$ cat src/rtl/core/msqb_pkg.sv
// Shared types, codes and defaults of the message slot queue bundler.
`default_nettype none

package msqb_pkg;

    localparam int SLOTS_DEFAULT       = 8;
    localparam int FRAME_BYTES_DEFAULT = 32;

    localparam logic [7:0] FWD_ID_LOW  = 8'h28;
    localparam logic [7:0] FWD_ID_HIGH = 8'h2F;

    localparam logic [1:0] OP_BEGIN = 2'd0;
    localparam logic [1:0] OP_DATA  = 2'd1;
    localparam logic [1:0] OP_READ  = 2'd2;

    localparam logic KIND_STATUS = 1'b0;
    localparam logic KIND_FRAME  = 1'b1;

    typedef enum logic [2:0] {
        STAT_ACCEPTED  = 3'd0,
        STAT_FORWARDED = 3'd1,
        STAT_TOO_LONG  = 3'd2,
        STAT_FULL      = 3'd3,
        STAT_DROPPED   = 3'd4
    } status_t;

    typedef struct packed {
        logic       kind;
        status_t    status;
        logic [7:0] frame_byte;
        logic       last;
    } res_t;

endpackage

`default_nettype wire

$ cat src/rtl/core/message_slot_queue_bundler.sv
// Top level of the message slot queue bundler: control, slot RAM and output register.
`default_nettype none

// A ring of SLOTS message slots of FRAME_BYTES bytes each lives in one single-port
// RAM. A begin word's status word is emitted once the output register is free, and
// an accepted begin writes its length byte through the one RAM port as it is taken
// and its tag byte in ST_TAG. A payload word writes one byte. A bundle read is
// accepted, then FRAME_BYTES frame words follow at one per cycle when the output is
// taken, then the frame closes, with a gap in ST_LEN when a waiting message does not
// fit. Each length and payload read is issued ahead of the state that uses its byte,
// so the registered RAM read leaves no gap. The slot RAM needs no clearing after reset.
module message_slot_queue_bundler #(
    parameter int SLOTS       = msqb_pkg::SLOTS_DEFAULT,
    parameter int FRAME_BYTES = msqb_pkg::FRAME_BYTES_DEFAULT
) (
    input  wire logic        clk,
    input  wire logic        rst_n,
    input  wire logic        s_tvalid,
    output logic             s_tready,
    input  wire logic [23:0] s_tdata,   // msg_id[7:0], msg_size[15:8], data_byte[23:16]
    input  wire logic [1:0]  s_tuser,   // operation[1:0]
    output logic             m_tvalid,
    input  wire logic        m_tready,
    output logic [15:0]      m_tdata,   // status[2:0], frame_byte[10:3], zero[15:11]
    output logic             m_tuser,   // kind[0]
    output logic             m_tlast
);

    localparam int DEPTH = SLOTS * FRAME_BYTES;
    localparam int AW    = $clog2(DEPTH);

    logic           out_valid_reg;
    msqb_pkg::res_t out_res_reg;
    logic           out_free;
    logic           emit_valid;
    msqb_pkg::res_t emit;
    logic           ram_we;
    logic           ram_re;
    logic [AW-1:0]  ram_addr;
    logic [7:0]     ram_wdata;
    logic [7:0]     ram_rdata;

    assign out_free = !out_valid_reg || m_tready;

    msqb_engine #(
        .SLOTS       (SLOTS),
        .FRAME_BYTES (FRAME_BYTES),
        .AW          (AW)
    ) u_engine (
        .clk        (clk),
        .rst_n      (rst_n),
        .s_valid    (s_tvalid),
        .s_ready    (s_tready),
        .s_op       (s_tuser),
        .s_id       (s_tdata[7:0]),
        .s_size     (s_tdata[15:8]),
        .s_byte     (s_tdata[23:16]),
        .out_free   (out_free),
        .emit_valid (emit_valid),
        .emit       (emit),
        .ram_we     (ram_we),
        .ram_re     (ram_re),
        .ram_addr   (ram_addr),
        .ram_wdata  (ram_wdata),
        .ram_rdata  (ram_rdata)
    );

    msqb_slot_ram #(
        .DEPTH (DEPTH),
        .AW    (AW)
    ) u_slot_ram (
        .clk   (clk),
        .we    (ram_we),
        .re    (ram_re),
        .addr  (ram_addr),
        .wdata (ram_wdata),
        .rdata (ram_rdata)
    );

    always_ff @(posedge clk or negedge rst_n)
    begin
        if (!rst_n)
        begin
            out_valid_reg <= 1'b0;
        end
        else if (emit_valid)
        begin
            out_valid_reg <= 1'b1;
        end
        else if (m_tready)
        begin
            out_valid_reg <= 1'b0;
        end
    end

    always_ff @(posedge clk)
    begin
        if (emit_valid)
        begin
            out_res_reg <= emit;
        end
    end

    assign m_tvalid = out_valid_reg;
    assign m_tdata  = {5'd0, out_res_reg.frame_byte, out_res_reg.status};
    assign m_tuser  = out_res_reg.kind;
    assign m_tlast  = out_res_reg.last;

endmodule

`default_nettype wire

$ cat src/rtl/core/msqb_slot_ram.sv
// Single-port slot RAM with a registered read port.
`default_nettype none

module msqb_slot_ram #(
    parameter int DEPTH = 256,
    parameter int AW    = 8
) (
    input  wire logic          clk,
    input  wire logic          we,
    input  wire logic          re,
    input  wire logic [AW-1:0] addr,
    input  wire logic [7:0]    wdata,
    output logic      [7:0]    rdata
);

    logic [7:0] mem [DEPTH];
    logic [7:0] rdata_reg;

    always_ff @(posedge clk)
    begin
        if (we)
        begin
            mem[addr] <= wdata;
        end
        if (re)
        begin
            rdata_reg <= mem[addr];
        end
    end

    assign rdata = rdata_reg;

endmodule

`default_nettype wire

$ cat src/rtl/core/msqb_engine.sv
// Queue control: slot reservation, payload fill and bundle frame sequencing.
`default_nettype none

module msqb_engine #(
    parameter int SLOTS       = msqb_pkg::SLOTS_DEFAULT,
    parameter int FRAME_BYTES = msqb_pkg::FRAME_BYTES_DEFAULT,
    parameter int AW          = $clog2(SLOTS * FRAME_BYTES)
) (
    input  wire logic          clk,
    input  wire logic          rst_n,
    input  wire logic          s_valid,
    output logic               s_ready,
    input  wire logic [1:0]    s_op,
    input  wire logic [7:0]    s_id,
    input  wire logic [7:0]    s_size,
    input  wire logic [7:0]    s_byte,
    input  wire logic          out_free,
    output logic               emit_valid,
    output msqb_pkg::res_t     emit,
    output logic               ram_we,
    output logic               ram_re,
    output logic [AW-1:0]      ram_addr,
    output logic [7:0]         ram_wdata,
    input  wire logic [7:0]    ram_rdata
);

    localparam int SW = $clog2(SLOTS);
    localparam int PW = $clog2(FRAME_BYTES);
    localparam int UW = $clog2(FRAME_BYTES + 1);
    localparam logic [AW-1:0] FB_A  = AW'(FRAME_BYTES);
    localparam logic [8:0]    FB_9  = 9'(FRAME_BYTES);
    localparam logic [UW-1:0] USED_FULL = UW'(FRAME_BYTES);
    localparam logic [UW-1:0] USED_LAST = UW'(FRAME_BYTES - 1);
    localparam logic [SW-1:0] SLOT_LAST = SW'(SLOTS - 1);

    typedef enum logic [4:0] {
        ST_IDLE = 5'b00001,
        ST_TAG  = 5'b00010,
        ST_LEN  = 5'b00100,
        ST_COPY = 5'b01000,
        ST_PAD  = 5'b10000
    } state_t;

    state_t            state_reg,     state_next;
    logic              stat_pend_reg, stat_pend_next;
    msqb_pkg::status_t stat_code_reg, stat_code_next;
    logic [SLOTS-1:0]  ready_reg,     ready_next;
    logic [SW-1:0]     enter_reg,     enter_next;
    logic [SW-1:0]     exit_reg,      exit_next;
    logic [SW-1:0]     cur_slot_reg,  cur_slot_next;
    logic [SW-1:0]     fill_slot_reg, fill_slot_next;
    logic [PW-1:0]     fill_pos_reg,  fill_pos_next;
    logic [PW-1:0]     fill_left_reg, fill_left_next;
    logic              filling_reg,   filling_next;
    logic [7:0]        tag_reg,       tag_next;
    logic [SW-1:0]     tag_slot_reg,  tag_slot_next;
    logic [UW-1:0]     used_reg,      used_next;
    logic [PW-1:0]     rem_reg,       rem_next;
    logic [PW-1:0]     pos_reg,       pos_next;

    logic accept;
    logic fits;

    function automatic logic [SW-1:0] slot_inc(input logic [SW-1:0] s);
        slot_inc = (s == SLOT_LAST) ? '0 : s + SW'(1);
    endfunction

    function automatic logic [AW-1:0] slot_addr(input logic [SW-1:0] s,
                                                input logic [PW-1:0] off);
        slot_addr = AW'(s) * FB_A + AW'(off);
    endfunction

    assign s_ready = (state_reg == ST_IDLE) && !stat_pend_reg;
    assign accept  = s_valid && s_ready;
    assign fits    = ({1'b0, ram_rdata} + 9'd1) <= (FB_9 - 9'(used_reg));

    always_comb
    begin
        state_next     = state_reg;
        stat_pend_next = stat_pend_reg;
        stat_code_next = stat_code_reg;
        ready_next     = ready_reg;
        enter_next     = enter_reg;
        exit_next      = exit_reg;
        cur_slot_next  = cur_slot_reg;
        fill_slot_next = fill_slot_reg;
        fill_pos_next  = fill_pos_reg;
        fill_left_next = fill_left_reg;
        filling_next   = filling_reg;
        tag_next       = tag_reg;
        tag_slot_next  = tag_slot_reg;
        used_next      = used_reg;
        rem_next       = rem_reg;
        pos_next       = pos_reg;
        ram_we         = 1'b0;
        ram_re         = 1'b0;
        ram_addr       = '0;
        ram_wdata      = '0;
        emit_valid     = 1'b0;
        emit           = '0;

        if (stat_pend_reg && out_free)
        begin
            emit_valid     = 1'b1;
            emit.kind      = msqb_pkg::KIND_STATUS;
            emit.status    = stat_code_reg;
            stat_pend_next = 1'b0;
        end

        unique case (state_reg)
            ST_IDLE:
            begin
                if (accept)
                begin
                    unique case (s_op)
                        msqb_pkg::OP_BEGIN:
                        begin
                            stat_pend_next = 1'b1;
                            if (s_id >= msqb_pkg::FWD_ID_LOW && s_id <= msqb_pkg::FWD_ID_HIGH)
                            begin
                                stat_code_next = msqb_pkg::STAT_FORWARDED;
                            end
                            else if (({1'b0, s_size} + 9'd2) > FB_9)
                            begin
                                stat_code_next = msqb_pkg::STAT_TOO_LONG;
                            end
                            else if (s_id == 8'd0)
                            begin
                                stat_code_next = msqb_pkg::STAT_DROPPED;
                            end
                            else if (filling_reg || ready_reg[enter_reg])
                            begin
                                stat_code_next = msqb_pkg::STAT_FULL;
                            end
                            else
                            begin
                                stat_code_next = msqb_pkg::STAT_ACCEPTED;
                                ram_we         = 1'b1;
                                ram_addr       = slot_addr(enter_reg, '0);
                                ram_wdata      = s_size + 8'd1;
                                tag_next       = s_id;
                                tag_slot_next  = enter_reg;
                                if (s_size == 8'd0)
                                begin
                                    ready_next[enter_reg] = 1'b1;
                                end
                                else
                                begin
                                    fill_slot_next = enter_reg;
                                    fill_pos_next  = PW'(2);
                                    fill_left_next = s_size[PW-1:0];
                                    filling_next   = 1'b1;
                                end
                                enter_next = slot_inc(enter_reg);
                                state_next = ST_TAG;
                            end
                        end
                        msqb_pkg::OP_DATA:
                        begin
                            if (filling_reg)
                            begin
                                ram_we         = 1'b1;
                                ram_addr       = slot_addr(fill_slot_reg, fill_pos_reg);
                                ram_wdata      = s_byte;
                                fill_pos_next  = fill_pos_reg + PW'(1);
                                fill_left_next = fill_left_reg - PW'(1);
                                if (fill_left_reg == PW'(1))
                                begin
                                    filling_next              = 1'b0;
                                    ready_next[fill_slot_reg] = 1'b1;
                                end
                            end
                        end
                        msqb_pkg::OP_READ:
                        begin
                            used_next = '0;
                            if (ready_reg[exit_reg])
                            begin
                                ram_re     = 1'b1;
                                ram_addr   = slot_addr(exit_reg, '0);
                                state_next = ST_LEN;
                            end
                            else
                            begin
                                state_next = ST_PAD;
                            end
                        end
                        default:
                        begin
                        end
                    endcase
                end
            end
            ST_TAG:
            begin
                ram_we     = 1'b1;
                ram_addr   = slot_addr(tag_slot_reg, PW'(1));
                ram_wdata  = tag_reg;
                state_next = ST_IDLE;
            end
            ST_LEN:
            begin
                if (!fits)
                begin
                    state_next = ST_PAD;
                end
                else if (out_free)
                begin
                    emit_valid           = 1'b1;
                    emit.kind            = msqb_pkg::KIND_FRAME;
                    emit.frame_byte      = ram_rdata;
                    emit.last            = (used_reg == USED_LAST);
                    used_next            = used_reg + UW'(1);
                    rem_next             = ram_rdata[PW-1:0];
                    pos_next             = PW'(1);
                    ram_re               = 1'b1;
                    ram_addr             = slot_addr(exit_reg, PW'(1));
                    ready_next[exit_reg] = 1'b0;
                    cur_slot_next        = exit_reg;
                    exit_next            = slot_inc(exit_reg);
                    state_next           = ST_COPY;
                end
            end
            ST_COPY:
            begin
                if (out_free)
                begin
                    emit_valid      = 1'b1;
                    emit.kind       = msqb_pkg::KIND_FRAME;
                    emit.frame_byte = ram_rdata;
                    emit.last       = (used_reg == USED_LAST);
                    used_next       = used_reg + UW'(1);
                    if (rem_reg == PW'(1))
                    begin
                        if (ready_reg[exit_reg])
                        begin
                            ram_re     = 1'b1;
                            ram_addr   = slot_addr(exit_reg, '0);
                            state_next = ST_LEN;
                        end
                        else
                        begin
                            state_next = ST_PAD;
                        end
                    end
                    else
                    begin
                        rem_next = rem_reg - PW'(1);
                        pos_next = pos_reg + PW'(1);
                        ram_re   = 1'b1;
                        ram_addr = slot_addr(cur_slot_reg, pos_reg + PW'(1));
                    end
                end
            end
            ST_PAD:
            begin
                if (used_reg == USED_FULL)
                begin
                    state_next = ST_IDLE;
                end
                else if (out_free)
                begin
                    emit_valid      = 1'b1;
                    emit.kind       = msqb_pkg::KIND_FRAME;
                    emit.frame_byte = 8'd0;
                    emit.last       = (used_reg == USED_LAST);
                    used_next       = used_reg + UW'(1);
                end
            end
            default:
            begin
                state_next = ST_IDLE;
            end
        endcase
    end

    always_ff @(posedge clk or negedge rst_n)
    begin
        if (!rst_n)
        begin
            state_reg     <= ST_IDLE;
            stat_pend_reg <= 1'b0;
            ready_reg     <= '0;
            enter_reg     <= '0;
            exit_reg      <= '0;
            fill_slot_reg <= '0;
            fill_pos_reg  <= '0;
            fill_left_reg <= '0;
            filling_reg   <= 1'b0;
            used_reg      <= '0;
        end
        else
        begin
            state_reg     <= state_next;
            stat_pend_reg <= stat_pend_next;
            ready_reg     <= ready_next;
            enter_reg     <= enter_next;
            exit_reg      <= exit_next;
            fill_slot_reg <= fill_slot_next;
            fill_pos_reg  <= fill_pos_next;
            fill_left_reg <= fill_left_next;
            filling_reg   <= filling_next;
            used_reg      <= used_next;
        end
    end

    always_ff @(posedge clk)
    begin
        stat_code_reg <= stat_code_next;
        cur_slot_reg  <= cur_slot_next;
        tag_reg       <= tag_next;
        tag_slot_reg  <= tag_slot_next;
        rem_reg       <= rem_next;
        pos_reg       <= pos_next;
    end

endmodule

`default_nettype wire

$ cat config.mk
export PLATFORM = sky130hd
export DESIGN_NAME = message_slot_queue_bundler
export DESIGN_NICKNAME = d
export VERILOG_FILES = /design/src/rtl/core/msqb_pkg.sv /design/src/rtl/core/message_slot_queue_bundler.sv /design/src/rtl/core/msqb_slot_ram.sv /design/src/rtl/core/msqb_engine.sv
export SDC_FILE = /design/constraint.sdc
export NUM_CORES = 2
export LEC_CHECK = 0
export BUFFER_PORTS_ARGS = -buffer_cell sky130_fd_sc_hd__buf_2
export CAP_MARGIN = 0
export CORE_MARGIN = 2
export CORE_UTILIZATION = 55
export DETAILED_ROUTE_END_ITERATION = 10
export PLACE_DENSITY = 0.71
export REMOVE_ABC_BUFFERS = 1
export SKIP_LAST_GASP = 1
export SLEW_MARGIN = 5
export SYNTH_ARGS = -nofsm -noshare
export SYNTH_HDL_FRONTEND = slang
export SYNTH_SLANG_ARGS = --single-unit
$ cat constraint.sdc
create_clock -name clk -period 7.7 [get_ports clk]
set_input_delay 0.385 -clock clk [delete_from_list [all_inputs] [get_ports clk]]
set_output_delay 0.385 -clock clk [all_outputs]
set_load 0.005 [all_outputs]
# == After elaboration in Yosys (flattened, before gate mapping) ==
# Memory sizes are Yosys's and may differ from the RTL's. A register that Yosys moved wholly into a read port is not among the register bits.
# Cells that the tools add are included.
# classes
muxes,137
n_lt_le_gt_ge,10
add_sub_neg,15
bitwise_logic,9
n_eq_ne,38
reduce_logical,30
# op_table
cell,n
8-bit two-way mux,27
5-bit two-way mux,31
8-bit one-hot mux with 2 select lines,4
5-bit one-hot mux with 2 select lines,5
1-bit two-way mux,41
8-bit one-hot mux with 4 select lines,1
6-bit two-way mux,5
9-bit two-way mux,3
9-bit one-hot mux with 3 select lines,1
8-bit by 1-bit adder with 8-bit output (second input constant),3
3-bit != test (second input constant),8
6-bit one-hot mux with 4 select lines,1
8-bit one-hot mux with 3 select lines,1
5-bit one-hot mux with 4 select lines,1
8-bit by 5-bit adder with 8-bit output,2
8-bit logical NOT,2
2-bit != test (second input constant),8
8-bit OR,2
8-bit AND reduction,2
5-bit by 1-bit equality test with 1-bit output (second input constant),3
2-bit by 1-bit != test with 1-bit output (second input constant),7
3-bit by 4-bit less-than comparator with 1-bit output (second input constant),3
12-bit AND reduction,1
5-bit by 1-bit adder with 5-bit output (second input constant),2
other kinds (42),75
# totals
word_cells,262
regBits,81
output_inout_bits,20
mem_bits_rw,2048
n_memories,1
in_bits,30
# memory_table
memory,depth,word_bits,read_ports,rd_clocked_by_memory_dff,write_ports,line_no,rtl
u_slot_ram.mem,256,8,1,1,1,msqb_slot_ram.sv:16,logic [7:0] mem [DEPTH];

# == Longest topological paths before layout ==
# depth
depth_word,13
mapped_depth,22

# == Cells and area by module ==
# A second synthesis with hierarchy kept.
# unflattened
cells_unflattened,4097
hier_area_um2,83725.3
# by_module_without_submodules
mod,cells_each,area_per_inst_um2,n_inst
msqb_slot_ram,3547,78546.6,1
msqb_engine,528,4699.5,1
message_slot_queue_bundler,22,479.2,1

# == Least setup slack after synthesis ==
# No wires, ideal clock.
# synth_timing
path_kind,input-to-reg
from,input s_tdata[9]
to,memory u_slot_ram.mem[0][0] (data pin)
required_time_ps,6834
path_stages,8
path_buffers,0
path_slack_ps,1238
arrival_ps,5596
path_cell_list,ha_1 -> nand2b_1 -> or3_1 -> a32o_1 -> a2111oi_4 -> nand2_1 -> o21ai_0 -> a22o_1
# synth_via
elab_chain_len,7
# synth_lines
element,line_no,rtl
"start, declared",message_slot_queue_bundler.sv:20,"input wire logic [23:0] s_tdata,"
8-bit by 2-bit adder with 9-bit output,msqb_engine.sv:123,"else if (({1'b0, s_size} + 9'd2) > FB_9)"
9-bit by 6-bit > comparator with 1-bit output,msqb_engine.sv:123,
8-bit two-way mux,msqb_engine.sv:123,
8-bit two-way mux,msqb_engine.sv:119,if (s_id >= msqb_pkg::FWD_ID_LOW && s_id <= msqb_pkg::FWD_ID_HIGH)
8-bit one-hot mux with 2 select lines,msqb_engine.sv:115,unique case (s_op)
8-bit two-way mux,msqb_engine.sv:113,if (accept)
8-bit one-hot mux with 2 select lines,msqb_engine.sv:110,unique case (state_reg)
net ram_wdata[0],message_slot_queue_bundler.sv:40,logic [7:0] ram_wdata;
"end, declared",msqb_slot_ram.sv:16,
# The timed path passes the listed nets, and every way through them passes these cells.

# == Final worst setup path ==
# layout_timing
from,"register u_slot_ram.rdata_reg[0] (netlist: u_slot_ram.rdata[0]), read port of u_slot_ram.mem"
to,"register u_slot_ram.rdata_reg[5] (netlist: u_slot_ram.rdata[5]), read port of u_slot_ram.mem (data pin)"
# layout_via
elab_chain_len,4
word_cells_on_any_way,6
classes_between,add/sub: 1; order compare: 1; mux: 4
# layout_lines
element,line_no,rtl
"start, declared",msqb_slot_ram.sv:17,logic [7:0] rdata_reg;
8-bit by 1-bit adder with 9-bit output (*),msqb_engine.sv:75,"assign fits = ({1'b0, ram_rdata} + 9'd1) <= (FB_9 - 9'(used_reg));"
9-bit less-or-equal comparator (*),msqb_engine.sv:75,
8-bit two-way mux or 1-bit two-way mux (tied branches),msqb_engine.sv:203,if (!fits)
8-bit one-hot mux with 4 select lines or 1-bit one-hot mux with 3 select lines (tied branches),msqb_engine.sv:110,
# Every way passes the cells marked *; elsewhere a longest branch is shown, timed or not.
# A chain may end at the register's enable or synchronous reset.

==> flow_metrics.tcl <==
set metrics [dict create \
    status "completed" \
    tightestPinTransition_ns 1.34 \
    power.density_mw_per_mm2 278 \
    setup_violations 0 \
    max-slew-margin-rel_pct 10.2 \
    grt_pass1_vias 53500 \
    numClockSinks 2137 \
    core_region_area_mm2 0.154 \
    timing.critical_path.from_type "register" \
    arrival_ns 7.83 \
    cts_hold_buffers 18 \
    setup_tns_after_final_layout_ns 0 \
    max_flop_register "u_slot_ram.mem" \
    rsz0062_at_grt "false" \
    rows 144 \
    number_of_library_cell_types_mapped_by_synthesis 80 \
    clock_skew_ns 0.0363 \
    area.growth.synth_to_final_pct 11.5 \
    cts_inserted_buffers 204 \
    critical_path.max_fanout 43 \
    synth_async_sr_flop_share_pct 1.92 \
    power_mw 26.6 \
    globalRouteMet1Util_pct 44.4 \
    globalRouteMet3Util_pct 8.31 \
    synth.cell_area_mm2 0.0856 \
    timing.critical_path.required_ns 8.25 \
    layout_worst_path_cycle_share_pct 94.6 \
    postCtsSetupRepairBufs 0 \
    multi_input_area_mm2 0.0202 \
    cts.htree.levels 4 \
    detail_route.iter0.violations 9658 \
    finalCoreUtilization_pct 61.9 \
    dr_total_vias 56300 \
    portBuffers 44 \
    antenna_left 0 \
    critPathKind "reg -> reg" \
    drtPass1Iterations 6 \
    netlist_instances 6317 \
    maxCapViolCount 0 \
    final_period_minus_worst_setup_slack_ns 7.28 \
    grt_start_max_net_pins 196 \
    finalHoldWorstSlack_ns 0.0818 \
    vdd_ir_drop_max_mv 0.227 \
    global_route_wire_length_before_repair_um 371000 \
    design.die.area_mm2 0.159 \
    place.gp.congestion 0.937 \
    gr-usage-all-layers_pct 32.4 \
    layout-drive-gt1-share_pct 9.04 \
    ys_ff_latch 2137 \
    synthesis.area_per_instance_um2 13.6 \
    start_util_pct 55.5 \
    overflow_left_after_global_routing 0 \
    synth-seq-area-share_pct 74.7 \
    ys.flop_type "sky130_fd_sc_hd__edfxtp_1" \
    drc_violation_count_after_routing 0 \
    power_leakage_nw 33.8 \
    cp_cell_sequence "ha_1, nand3_1, nor2_1, and3_1, ha_1, nand4_1, a211oi_1, o21bai_1, a21oi_4, buf_4, buf_4, mux2i_1, a32oi_1, and3_1, o41ai_1, o211ai_1, o21ai_0, nand4_1" \
    hold_viol_final 0 \
    cpPeakStageDelay_ns 1.03 \
    clk_transition_reported_paths_ns 0.06 \
    grt_antenna_before_repair 7 \
    grtUsageMet2_pct 48.2 \
    maxSlewViolCount 0 \
    seq_area_mm2 0.0640 \
    synth_edf_count 2096 \
    route.final.wire_length_um 258000 \
    number_of_nets_in_the_layout 6423 \
    pin_count 50 \
    die_h_um 399 \
    worst_path_max_delay_cell "sky130_fd_sc_hd__a21oi_4" \
    dp_hpwl_um 150000 \
    filler_cell_count 11200 \
    grt-busiest-layer "met2" \
    post_cts_resize_count 0 \
    cts.root.buffer_cell "sky130_fd_sc_hd__clkbuf_16" \
    cp-end-kind "register" \
    largest_register_ff_count 2048 \
    cts_tree "done" \
    hp-class "in -> reg" \
    die_width_um 399 \
    max_clock_freq_mhz 137 \
    wire_per_inst_um 30.1 \
    vias_per_cell 6.55 \
    clk_latency_ns 0.87 \
    cts_buffer_depth 3 \
    count_of_warnings_emitted_by_yosys 0 \
]
[synth_stat cells, types with 8 or more instances]
master                        n  area [um^2]
sky130_fd_sc_hd__buf_4       14          105
sky130_fd_sc_hd__a221oi_1    10         87.6
sky130_fd_sc_hd__nand4_1     40          250
sky130_fd_sc_hd__a22oi_1      8         60.1
sky130_fd_sc_hd__mux2i_1    275         2750
sky130_fd_sc_hd__a311oi_1    18          158
sky130_fd_sc_hd__or4_1       21          158
sky130_fd_sc_hd__nand2_1   1549         5810
sky130_fd_sc_hd__nor2b_1      8         50.1
sky130_fd_sc_hd__dfrtp_1     40         1000
sky130_fd_sc_hd__nor2_1     313         1170
sky130_fd_sc_hd__xnor2_1     12          105
sky130_fd_sc_hd__nor3_1      47          235
sky130_fd_sc_hd__nor4_1     125          782
sky130_fd_sc_hd__o21ai_0     79          395
sky130_fd_sc_hd__buf_2      159          796
sky130_fd_sc_hd__edfxtp_1  2096        62900
sky130_fd_sc_hd__a32o_1       9         90.1
sky130_fd_sc_hd__inv_1       20         75.1
sky130_fd_sc_hd__buf_1       66          248
sky130_fd_sc_hd__or3_1        9         56.3
sky130_fd_sc_hd__nand2b_1     9         56.3
sky130_fd_sc_hd__mux4_2      18          405
sky130_fd_sc_hd__xor2_1      15          131
sky130_fd_sc_hd__a21oi_1    501         2510
sky130_fd_sc_hd__ha_1        26          325
sky130_fd_sc_hd__a32oi_1     17          149
sky130_fd_sc_hd__a31oi_1     76          475
sky130_fd_sc_hd__o22ai_1    121          757
sky130_fd_sc_hd__and3_1      35          219
sky130_fd_sc_hd__clkbuf_1   151          567
sky130_fd_sc_hd__nand3_1    299         1500
sky130_fd_sc_hd__o31ai_1      8         60.1
sky130_fd_sc_hd__a22o_1      10         87.6
[layout by cell type, fill, tap and decap left out, types with 9 or more instances in the layout]
| master | Yosys | final |
|---|---|---|
| sky130_fd_sc_hd__dfrtp_1 | 40 | 40 |
| sky130_fd_sc_hd__a21oi_1 | 501 | 500 |
| sky130_fd_sc_hd__buf_4 | 14 | 132 |
| sky130_fd_sc_hd__nand2b_1 | 9 | 9 |
| sky130_fd_sc_hd__nand3_1 | 299 | 285 |
| sky130_fd_sc_hd__buf_12 | 0 | 37 |
| sky130_fd_sc_hd__clkbuf_16 | 0 | 206 |
| sky130_fd_sc_hd__a32oi_1 | 17 | 17 |
| sky130_fd_sc_hd__nor2_1 | 313 | 309 |
| sky130_fd_sc_hd__a22o_4 | 0 | 9 |
| sky130_fd_sc_hd__mux4_2 | 18 | 18 |
| sky130_fd_sc_hd__inv_6 | 0 | 9 |
| sky130_fd_sc_hd__and3_1 | 35 | 35 |
| sky130_fd_sc_hd__a221oi_1 | 10 | 9 |
| sky130_fd_sc_hd__mux2i_1 | 275 | 275 |
| sky130_fd_sc_hd__o22ai_1 | 121 | 121 |
| sky130_fd_sc_hd__dlygate4sd3_1 | 0 | 18 |
| sky130_fd_sc_hd__clkbuf_1 | 151 | 39 |
| sky130_fd_sc_hd__xnor2_1 | 12 | 12 |
| sky130_fd_sc_hd__clkinv_2 | 0 | 44 |
| sky130_fd_sc_hd__o21ai_0 | 79 | 78 |
| sky130_fd_sc_hd__nand2_1 | 1549 | 1539 |
| sky130_fd_sc_hd__or4_1 | 21 | 21 |
| sky130_fd_sc_hd__buf_2 | 159 | 44 |
| sky130_fd_sc_hd__ha_1 | 26 | 26 |
| sky130_fd_sc_hd__nor4_1 | 125 | 123 |
| sky130_fd_sc_hd__clkinv_1 | 0 | 48 |
| sky130_fd_sc_hd__nor3_1 | 47 | 47 |
| sky130_fd_sc_hd__edfxtp_1 | 2096 | 2096 |
| sky130_fd_sc_hd__a311oi_1 | 18 | 18 |
| sky130_fd_sc_hd__nand3_2 | 0 | 14 |
| sky130_fd_sc_hd__or3_1 | 9 | 9 |
| sky130_fd_sc_hd__bufinv_16 | 0 | 19 |
| sky130_fd_sc_hd__nand4_1 | 40 | 40 |
| sky130_fd_sc_hd__xor2_1 | 15 | 15 |
| sky130_fd_sc_hd__a31oi_1 | 76 | 76 |
| sky130_fd_sc_hd__inv_1 | 20 | 20 |
[routing by layer]
layer,part of all wire (%),routed length [um]
met3,14,35500
met2,45,115000
met5,0.0093,24
met1,36,92700
met4,5.8,15000
[report_power, final]
part,leakage (nW),internal [mW],switching [mW]
clock network,3.19,5.55,4.38
registers,20.3,13.1,0.0778
logic,10.3,0.956,2.50
total,33.8,19.6,6.96
[worst paths after layout]
check	start	endpoint	slack, ns	depth (start not counted)
min	s_tvalid	u_engine.fill_pos_reg[0]	0.08	4
min in group asynchronous	rst_n	u_engine.fill_left_reg[3]	0.21	2
min reg2reg	u_engine.fill_left_reg[1]	u_engine.fill_left_reg[1]	0.52	2
max reg2reg	u_slot_ram.rdata[0]	u_slot_ram.rdata[5]	0.42	18
max	u_slot_ram.rdata[0]	u_slot_ram.rdata[5]	0.42	18
max in group asynchronous	rst_n	u_engine.used_reg[0]	6.85	2
[logic make-up (layout without fill, tap and decap cells)]
logic type,Yosys count,after routing,synth area share (%)
simple gates,2486,2486,12.3
fa+ha+maj,26,26,0.380
compound gates,929,929,6.39
flops,2137,2137,74.7
xor+xnor,27,27,0.276
buf+inv,411,628,2.10
mux,300,300,3.78
other cells,1,13,0.00438
[per-stage QoR]
stage	cells	area, um^2	worst slack (ns)
floorplan	5930	83900	-41.74
global placement	8187	88700	0.762
detailed placement	8187	88700	0.728
CTS	8582	95400	0.694
global route	8583	95400	0.368
finish	8590	95400	0.418
[worst max-delay path: cells and delay by family (launching register included)]
family                   cells  cell delay (ns)
adder cells (fa/ha/maj)      2             0.59
buffers and inverters        2             1.11
AND/OR/NAND/NOR              6             0.95
AO/OA/AOI/OAI                7             3.54
flip-flops                   1             0.49
multiplexers                 1             0.26
[final cells by class]
type,instances,area share (%)
Clock inverter,131,1.25
Antenna cell,8,0.0210
Inverter,20,0.0787
Multi-Input combinational cell,3773,21.1
Tap cell,2044,2.68
Timing Repair Buffer,231,2.23
Sequential cell,2137,67.0
Clock buffer,246,5.57
No activity file was read; power rests on OpenSTA's default activity.
